## config.mk

```make
export PLATFORM = sky130hd
export DESIGN_NAME = floppy_controller_shifter
export DESIGN_NICKNAME = d
export VERILOG_FILES = /design/src/rtl/core/fcs_pkg.sv /design/src/rtl/core/floppy_controller_shifter.sv
export SDC_FILE = /design/constraint.sdc
export NUM_CORES = 1
export LEC_CHECK = 0
export BUFFER_PORTS_ARGS = -buffer_cell sky130_fd_sc_hd__buf_2
export CORE_UTILIZATION = 60
export CTS_CLUSTER_DIAMETER = 120
export DETAILED_ROUTE_END_ITERATION = 8
export GPL_TIMING_DRIVEN = 0
export PLACE_DENSITY = 0.86
export SLEW_MARGIN = 20
export SYNTH_ARGS = -nofsm -noshare
export SYNTH_HDL_FRONTEND = slang
export SYNTH_SLANG_ARGS = --single-unit
```

## constraint.sdc

```tcl
create_clock -name i_clk -period 4.8 [get_ports i_clk]
set_input_delay 0.48 -clock i_clk [delete_from_list [all_inputs] [get_ports i_clk]]
set_output_delay 0.48 -clock i_clk [all_outputs]
set_load 0.01 [all_outputs]
```

## src/rtl/core/fcs_pkg.sv

```systemverilog
// Package for the floppy controller shifter: action codes, shift modes,
// switch bit positions, config register indexes and the cell length table. No dependencies.
package fcs_pkg;

    typedef enum logic [2:0] {
        ACT_READ   = 3'd0,
        ACT_WRITE  = 3'd1,
        ACT_TICK   = 3'd2,
        ACT_FLUX   = 3'd3,
        ACT_SELECT = 3'd4
    } t_action;

    typedef enum logic [1:0] {
        SM_READ    = 2'd0,
        SM_WRITE   = 2'd1,
        SM_WPSENSE = 2'd2
    } t_shift_mode;

    localparam int SW_ENABLE = 4;
    localparam int SW_DRIVESEL = 5;
    localparam int SW_Q6 = 6;
    localparam int SW_Q7 = 7;
    localparam int SW_SEL = 8;

    // config register indexes
    localparam logic CFG_MOTOR_DELAY = 1'b0;
    localparam logic CFG_DRIVES = 1'b1;

    localparam logic [7:0] STATUS_MASK = 8'h1f;
    localparam logic [7:0] HANDSHAKE_FILL = 8'h3f;

    localparam logic [23:0] MOTOR_DELAY_RESET = 24'd7833600;

    // bit cell length from mode bits 4..3
    function automatic logic [5:0] cell_len(input logic [1:0] sel);
        case (sel)
            2'd0:    cell_len = 6'd24;
            2'd1:    cell_len = 6'd12;
            2'd2:    cell_len = 6'd32;
            default: cell_len = 6'd16;
        endcase
    endfunction

endpackage

```

## src/rtl/core/floppy_controller_shifter.sv

```systemverilog
// Floppy controller shifter top level: switch bank, mode/data registers,
// motor timer, read/write/sense shifter. Uses fcs_pkg.
//
// Output: the result of an accepted request is registered in the output register at the edge that accepts it.
// Throughput: one request per cycle unless a stalled result holds tready low; the state
// update for each request is one combinational pass ahead of the state registers.
// Reset: synchronous active low; all state zero, shift mode reading, config to defaults.
module floppy_controller_shifter import fcs_pkg::*; #(
    parameter int NUM_DRIVES = 2
) (
    input  logic        i_clk,
    input  logic        i_rst_n,
    input  logic        s_axis_tvalid,
    output logic        s_axis_tready,
    // [2:0] action, [6:3] address, [14:7] write_data, [15] select_level, [16] sense_level
    input  logic [23:0] s_axis_tdata,
    output logic        m_axis_tvalid,
    input  logic        m_axis_tready,
    // [7:0] read_data, [9:8] motor_on, [10] active_drive, [15:11] control_lines,
    // [16] writing, [17] flux_out_valid, [18] flux_out_bit
    output logic [23:0] m_axis_tdata,
    input  logic        i_cfg_we,
    input  logic        i_cfg_index,
    input  logic [23:0] i_cfg_data
);

    logic [23:0] r_delay;
    logic [1:0]  r_present;
    logic [8:0]  r_sw, n_sw;
    logic [7:0]  r_mode, n_mode, r_data, n_data, r_shift, n_shift, r_next, n_next;
    logic [1:0]  r_hs, n_hs;
    logic [5:0]  r_cnt, n_cnt;
    logic [3:0]  r_left, n_left;
    logic [23:0] r_timer, n_timer;
    t_shift_mode r_sm, n_sm;
    logic        r_dsel, n_dsel, r_dwr, n_dwr;
    logic [1:0]  r_en, n_en;
    logic        r_ovalid;
    logic [18:0] r_out;

    logic        acc;
    assign s_axis_tready = !r_ovalid || m_axis_tready;
    assign acc = s_axis_tvalid && s_axis_tready;

    logic [2:0] act;
    logic [3:0] addr;
    logic [7:0] wdat, rdata;
    logic       selv, sense, fvalid, fbit;
    assign act   = s_axis_tdata[2:0];
    assign addr  = s_axis_tdata[6:3];
    assign wdat  = s_axis_tdata[14:7];
    assign selv  = s_axis_tdata[15];
    assign sense = s_axis_tdata[16];

    function automatic logic present(input logic [1:0] pres, input logic d);
        present = (int'(d) < NUM_DRIVES) && pres[d];
    endfunction

    // next state for one request
    always_comb begin
        logic [8:0] old_sw;
        logic [2:0] idx;
        logic [5:0] len;
        logic [6:0] lim;
        logic       bit_in, do_shift, pres, sensebit;
        t_shift_mode old_sm;
        n_sw = r_sw; n_mode = r_mode; n_data = r_data; n_shift = r_shift;
        n_next = r_next; n_hs = r_hs; n_cnt = r_cnt; n_left = r_left;
        n_timer = r_timer; n_sm = r_sm; n_dsel = r_dsel; n_en = r_en; n_dwr = r_dwr;
        rdata = 8'hff; fvalid = 1'b0; fbit = 1'b0;
        idx = addr[3:1];
        len = cell_len(r_mode[4:3]);
        lim = {1'b0, len} + {2'b0, len[5:1]};
        bit_in = 1'b0; do_shift = 1'b0;
        pres = present(r_present, r_dsel);
        sensebit = !pres || sense;
        old_sw = r_sw;
        old_sm = r_sm;
        if (act == ACT_READ || act == ACT_WRITE) begin
            n_sw[idx] = addr[0];
            if (n_sw != old_sw) begin
                if (idx == 3'(SW_ENABLE)) begin
                    if (addr[0]) begin
                        if (pres) n_en[r_dsel] = 1'b1;
                        n_timer = '0;
                    end else if (!r_mode[2]) begin
                        n_timer = r_delay;
                        if (r_delay == '0 && pres) n_en[r_dsel] = 1'b0;
                    end else if (pres) begin
                        n_en[r_dsel] = 1'b0;
                    end
                end else if (idx == 3'(SW_DRIVESEL)) begin
                    if (addr[0] != r_dsel) begin
                        if (pres) n_en[r_dsel] = 1'b0;
                        n_dsel = addr[0];
                        if (present(r_present, addr[0]))
                            n_en[addr[0]] = n_sw[SW_ENABLE] || (r_timer != '0);
                    end
                end else if (idx == 3'(SW_Q6) || idx == 3'(SW_Q7)) begin
                    if (!(r_sm == SM_WRITE && pres && r_dwr)) begin
                        case ({n_sw[SW_Q7], n_sw[SW_Q6]})
                            2'b00:   n_sm = SM_READ;
                            2'b10:   if (r_sm == SM_WPSENSE) n_sm = SM_WRITE;
                            default: n_sm = SM_WPSENSE;
                        endcase
                        if (old_sm != SM_WRITE && n_sm == SM_WRITE) begin
                            if (pres) n_dwr = 1'b1;
                            n_shift = r_next;
                            n_hs = 2'b11;
                            n_left = 4'd8;
                        end
                    end
                end
            end
            if (act == ACT_READ) begin
                if (!addr[0]) begin
                    // status sense comes from the drive selected after the switch access
                    case ({n_sw[SW_Q7], n_sw[SW_Q6]})
                        2'b00: begin
                            rdata = r_data;
                            if (r_data[7]) n_data = '0;
                        end
                        2'b01: rdata = (r_mode & STATUS_MASK) |
                                       {2'b0, n_sw[SW_ENABLE], 5'b0} |
                                       {!present(r_present, n_dsel) || sense, 7'b0};
                        2'b10: rdata = HANDSHAKE_FILL | {n_hs, 6'b0};
                        default: rdata = 8'hff;
                    endcase
                end
            end else begin
                if (n_sw[SW_Q7] && n_sw[SW_Q6]) begin
                    if (n_sw[SW_ENABLE]) begin
                        n_next = wdat;
                        n_hs = {1'b0, n_hs[0]};
                    end else begin
                        n_mode = wdat;
                    end
                end
            end
        end else if (act == ACT_TICK) begin
            if (r_timer != '0) begin
                n_timer = r_timer - 24'd1;
                if (n_timer == '0 && pres) n_en[r_dsel] = 1'b0;
            end
            case (r_sm)
                SM_READ: begin
                    if (r_cnt != 6'd63) n_cnt = r_cnt + 6'd1;
                    if ({1'b0, n_cnt} >= lim) do_shift = 1'b1;
                end
                SM_WRITE: begin
                    if ({1'b0, r_cnt} + 7'd1 >= {1'b0, len}) begin
                        if (pres && r_dwr) begin
                            fvalid = 1'b1;
                            fbit = r_shift[7];
                        end
                        n_shift = {r_shift[6:0], 1'b0};
                        n_cnt = '0;
                        n_left = r_left - 4'd1;
                        if (n_left == '0) begin
                            if (!r_hs[1]) begin
                                n_shift = r_next;
                                n_left = 4'd8;
                            end else begin
                                n_hs = {r_hs[1], 1'b0};
                                if (pres) n_dwr = 1'b0;
                                n_left = 4'd1;
                            end
                            n_hs[1] = 1'b1;
                        end
                    end else begin
                        n_cnt = r_cnt + 6'd1;
                    end
                end
                default: n_shift = {sensebit, r_shift[7:1]};
            endcase
        end else if (act == ACT_FLUX) begin
            if (r_sm == SM_READ && r_cnt >= {1'b0, len[5:1]}) begin
                do_shift = 1'b1;
                bit_in = 1'b1;
            end
        end else if (act == ACT_SELECT) begin
            n_sw[SW_SEL] = selv;
        end
        // shift one read bit in; full byte moves to the data register
        if (do_shift) begin
            n_shift = {r_shift[6:0], bit_in};
            if (n_shift[7]) begin
                n_data = n_shift;
                n_shift = '0;
            end
            if (bit_in) n_cnt = '0;
            else n_cnt = (n_cnt >= len) ? n_cnt - len : '0;
        end
    end

    // state, config and output registers
    always_ff @(posedge i_clk) begin
        if (!i_rst_n) begin
            r_delay <= MOTOR_DELAY_RESET; r_present <= 2'd3;
            r_sw <= '0; r_mode <= '0; r_data <= '0; r_shift <= '0; r_next <= '0;
            r_hs <= '0; r_cnt <= '0; r_left <= '0; r_timer <= '0; r_sm <= SM_READ;
            r_dsel <= 1'b0; r_en <= '0; r_dwr <= 1'b0; r_ovalid <= 1'b0;
        end else begin
            if (i_cfg_we) begin
                if (i_cfg_index == CFG_MOTOR_DELAY) r_delay <= i_cfg_data;
                else if (i_cfg_index == CFG_DRIVES) r_present <= i_cfg_data[1:0];
            end
            if (acc) begin
                r_sw <= n_sw; r_mode <= n_mode; r_data <= n_data; r_shift <= n_shift;
                r_next <= n_next; r_hs <= n_hs; r_cnt <= n_cnt; r_left <= n_left;
                r_timer <= n_timer; r_sm <= n_sm; r_dsel <= n_dsel; r_en <= n_en;
                r_dwr <= n_dwr;
                r_ovalid <= 1'b1;
            end else if (m_axis_tready) begin
                r_ovalid <= 1'b0;
            end
        end
    end

    always_ff @(posedge i_clk) begin
        if (acc)
            r_out <= {fbit, fvalid, n_dwr, n_sw[SW_SEL], n_sw[3:0], n_dsel, n_en, rdata};
    end

    assign m_axis_tvalid = r_ovalid;
    assign m_axis_tdata = {5'b0, r_out};

    // checks on internal consistency
    a_flux_bit: assert property (@(posedge i_clk) disable iff (!i_rst_n)
        (m_axis_tvalid && !m_axis_tdata[17]) |-> !m_axis_tdata[18])
        else $error("flux bit without valid cell");
    a_cnt_sat: assert property (@(posedge i_clk) disable iff (!i_rst_n)
        r_cnt <= 6'd63 && r_left <= 4'd8)
        else $error("counter out of range");
    a_stall: assert property (@(posedge i_clk) disable iff (!i_rst_n)
        (m_axis_tvalid && !m_axis_tready) |=> $stable(r_out))
        else $error("result changed while stalled");
    a_mode: assert property (@(posedge i_clk) disable iff (!i_rst_n)
        r_sm != 2'd3)
        else $error("bad shift mode");

endmodule

```

==> flow_summary_export.csv <==
group,metric,value,unit
yosys,syn_area,0.00796,mm2
cts,clock-sinks,126,
cts,cts_tree,"built",
yosys,synthTopCellsByCount,"nand2_1 (130), dfxtp_1 (107), a21oi_1 (92), nor2_1 (82), clkbuf_1 (68)",
yosys,ys_async_sr_fraction,0,%
sta,finalSetupViolations,0,
yosys,synth-main-ff-cell,"dfxtp_1",
drt,num_vias,8330,
sta,slew_violations,0,
yosys,syn_inst,1019,
worst_setup_path,worst-path-buf-inv,3,
global_routing,grt.overflow.total,0,
cts,post-cts-setup-buffers,0,
outcome,status,"complete, no violations",
sta,finClkSkew,0.0117,ns
power,totalPowerFinal,3.14,mW
flow_run,drv_cap,0,
sta,fin_tns_setup,0,ns
sta,period_minus_slack,4.52,ns
drt,dr.pass1.iters,7,
yosys,yosysSeqAreaShare,34.1,%
global_routing,grt_max_degree,29,
drt,drt_iter0_markers,1133,
worst_hold_path,hold_path.class,"input port to register",
sta,relSlewSlack,44.4,%
cts,clock_latency,0.43,ns
cells_and_area,layout-drive-gt1-share,13.3,%
yosys,synth_edf_count,19,
worst_setup_path,worstPathRequired,5.17,ns
yosys,ys_warn_count,0,
floorplanning,design.die.area,0.0137,mm2
sta,rsz0062_at_grt,"false",
sta,fmax,221,MHz
floorplanning,die_w,117,um
floorplanning,start_util,62.3,%
worst_setup_path,cp_top_family,"simple AND/OR/NAND/NOR gates",
cells_and_area,syn2layout_area_growth,14.9,%
worst_setup_path,cp_max_fo,9,
cts,clkTransAtPathRegs,0.07,ns
power,leakage,3.50,nW
worst_setup_path,r2r_cells,19,
cts,cts_root_buffer,"clkbuf_16",
cells_and_area,num_antenna_cells,0,
yosys,synth-seq-cells,126,
worst_setup_path,cp.arrival,4.89,ns
drt,finalWirelength,24200,um
worst_setup_path,worstSetupEndpointType,"register",
worst_setup_path,cpMaxStageDelayCell,"a211o_1",
global_routing,grt_pass1_wl,37900,um
yosys,ys_types,81,
yosys,synthTopCellsByArea,"dfxtp_1 (27%), edfxtp_1 (7.2%), nand2_1 (6.1%)",
yosys,syn-mean-instance-area,7.81,um2
worst_setup_path,cp_cell_sequence,"buf_1 > nand3_1 > xor2_2 > inv_1 > ha_1 > a21oi_1 > o21ai_0 > a211o_1 > nor2b_2 > or3_1 > ha_1 > inv_1 > fa_1 > a21o_1 > a21oi_1 > or2_2 > o41a_1 > or3_1 > a21oi_1",
global_routing,first_global_vias,7331,
floorplanning,fp.dieH,117,um
drt,final_antenna_net_count,0,
sta,tightest_slew,0.833,ns
floorplanning,ioPinCount,80,
floorplanning,design.core.area,0.0128,mm2
worst_hold_path,whs_path_depth,3,
power,vdd_drop_max,0.000256,V
cts,h-tree-depth,4,
sta,final_hold_viol_count,0,
cts,cts_hold_buf,0,
floorplanning,rows,41,
cells_and_area,num-nets-final,1190,
power,p_per_area,343,mW/mm2
worst_setup_path,crit_path_max_incr_delay,0.42,ns
global_routing,gr-usage-all-layers,36.4,%
worst_setup_path,crit_type,"register to register",
placed_design,port_buffers,65,
yosys,synth_largest_area_cell,"dfxtp_1",
sta,whs,0.256,ns
drt,vias_per_cell,6.46,
cts,numCtsBuffers,17,
placed_design,hpwl,17100,um
worst_setup_path,worst-path-stages,19,
drt,drc,0,
yosys,yosys.area.top_type_share,26.9,%
worst_setup_path,cp-start-kind,"register",
cts,clk_path_buf_depth,2,
worst_setup_path,crit_path_frequent_cell,"a21oi_1",
yosys,post-synth-top-count-cell,"nand2_1",
sta,period_share,94.2,%
global_routing,antenna_found_initial,0,
drt,wl_per_cell,18.8,um
placed_design,gp_congestion,0.978,
## area by class of cell
class / instances / area, um2
Buffer: 81 / 353
Clock buffer: 21 / 493
Clock inverter: 10 / 125
Fill cell: 1012 / 3620
Inverter: 30 / 113
Multi-Input combinational cell: 785 / 4810
Sequential cell: 126 / 2710
Tap cell: 172 / 215
Timing Repair Buffer: 65 / 325
## cell usage in the layout, fill, tap and decap left out, types with 7 or more instances in the layout
cell type / synthesis / final
or2_2: 9 / 9
o22ai_1: 14 / 14
mux2i_1: 30 / 30
inv_1: 28 / 28
nor2b_1: 9 / 8
a211oi_1: 12 / 12
nor2_1: 82 / 82
or3_1: 8 / 8
xnor2_1: 9 / 9
a21o_1: 7 / 7
buf_2: 5 / 71
dfxtp_1: 107 / 106
clkbuf_16: 0 / 19
nand4_1: 8 / 8
or4_1: 8 / 8
nand3b_1: 12 / 12
edfxtp_1: 19 / 19
nor4_1: 19 / 19
o21ai_1: 14 / 14
o211ai_1: 13 / 13
nand3_1: 46 / 46
nor3_1: 16 / 16
a31oi_1: 16 / 16
nand2b_1: 8 / 8
a21oi_1: 92 / 92
o21ai_0: 58 / 57
nand2_1: 130 / 130
and3_1: 11 / 11
ha_1: 29 / 28
clkbuf_1: 68 / 67
and2_1: 9 / 9
## timing repair
item,in CTS,in global routing
setup endpoints to repair,4,6
gates resized for setup,3,4
endpoints found under the hold margin,0,0
## tightest hold or removal path, cell delays in order
cell and delay, ns:
buf_2 0.07, nand2_1 0.04, nand3_1 0.06
## final timing paths
kind                                               from                       end  slack (ns)
worst max-delay path              r_cnt[2]$_SDFFE_PN0P_     r_cnt[4]$_SDFFE_PN0P_        0.28
worst max register to register    r_cnt[2]$_SDFFE_PN0P_     r_cnt[4]$_SDFFE_PN0P_        0.28
worst min-delay path                     i_cfg_data[11]  r_delay[11]$_SDFFE_PN1P_        0.26
worst min register to register  r_delay[2]$_SDFFE_PN0P_   r_delay[2]$_SDFFE_PN0P_        0.48
## registers in the layout, summed over array words and instances (netlist names), 2 cells and up
| signal | cells |
|---|---|
| r_sw | 9 |
| r_out | 19 |
| r_left | 4 |
| r_timer | 24 |
| r_hs | 2 |
| r_present | 2 |
| r_data | 8 |
| r_delay | 24 |
| r_next | 8 |
| r_cnt | 6 |
| r_shift | 8 |
| r_en | 2 |
| r_sm | 2 |
| r_mode | 5 |
## where the power goes
part | internal, mW | leakage [nW] | switching, mW
registers | 1.11 | 1.04 | 0.0372
clock network | 0.843 | 0.301 | 0.502
logic | 0.242 | 2.15 | 0.403
total | 2.20 | 3.50 | 0.943
## routing by layer
metal / GRT usage, % / vias to the layer above / part of all wire [%]
li1: - / 3883 / -
met5: 0 / - / 0
met1: 51.2 / 3780 / 43
met4: 13.3 / 0 / 2.8
met2: 54.4 / 597 / 43
met3: 8.39 / 70 / 12
## logic make-up after synthesis
kind of cell	after synthesis	share of synthesized area (%)
muxes	36	4.62
xor gates and xnor gates	14	1.54
buffers and inverters	112	5.88
other	1	0.0471
DFF	126	34.1
AOI/OAI and AO/OA	294	23.3
adders and majority gates	30	4.81
and+or+nand+nor	406	25.7
## per-stage QoR
stage	std cells	area (um2)	setup WS, ns	utilization, %
global route	1290	9150	0.0300	71.6
finish	1290	9150	0.278	71.6
floorplan	1023	7980	0.645	-
CTS	1291	9150	0.0435	71.6
detailed placement	1260	8520	-0.0651	66.7
global placement	1260	8520	-0.0178	66.7
Power figures use the tool's default switching activity.
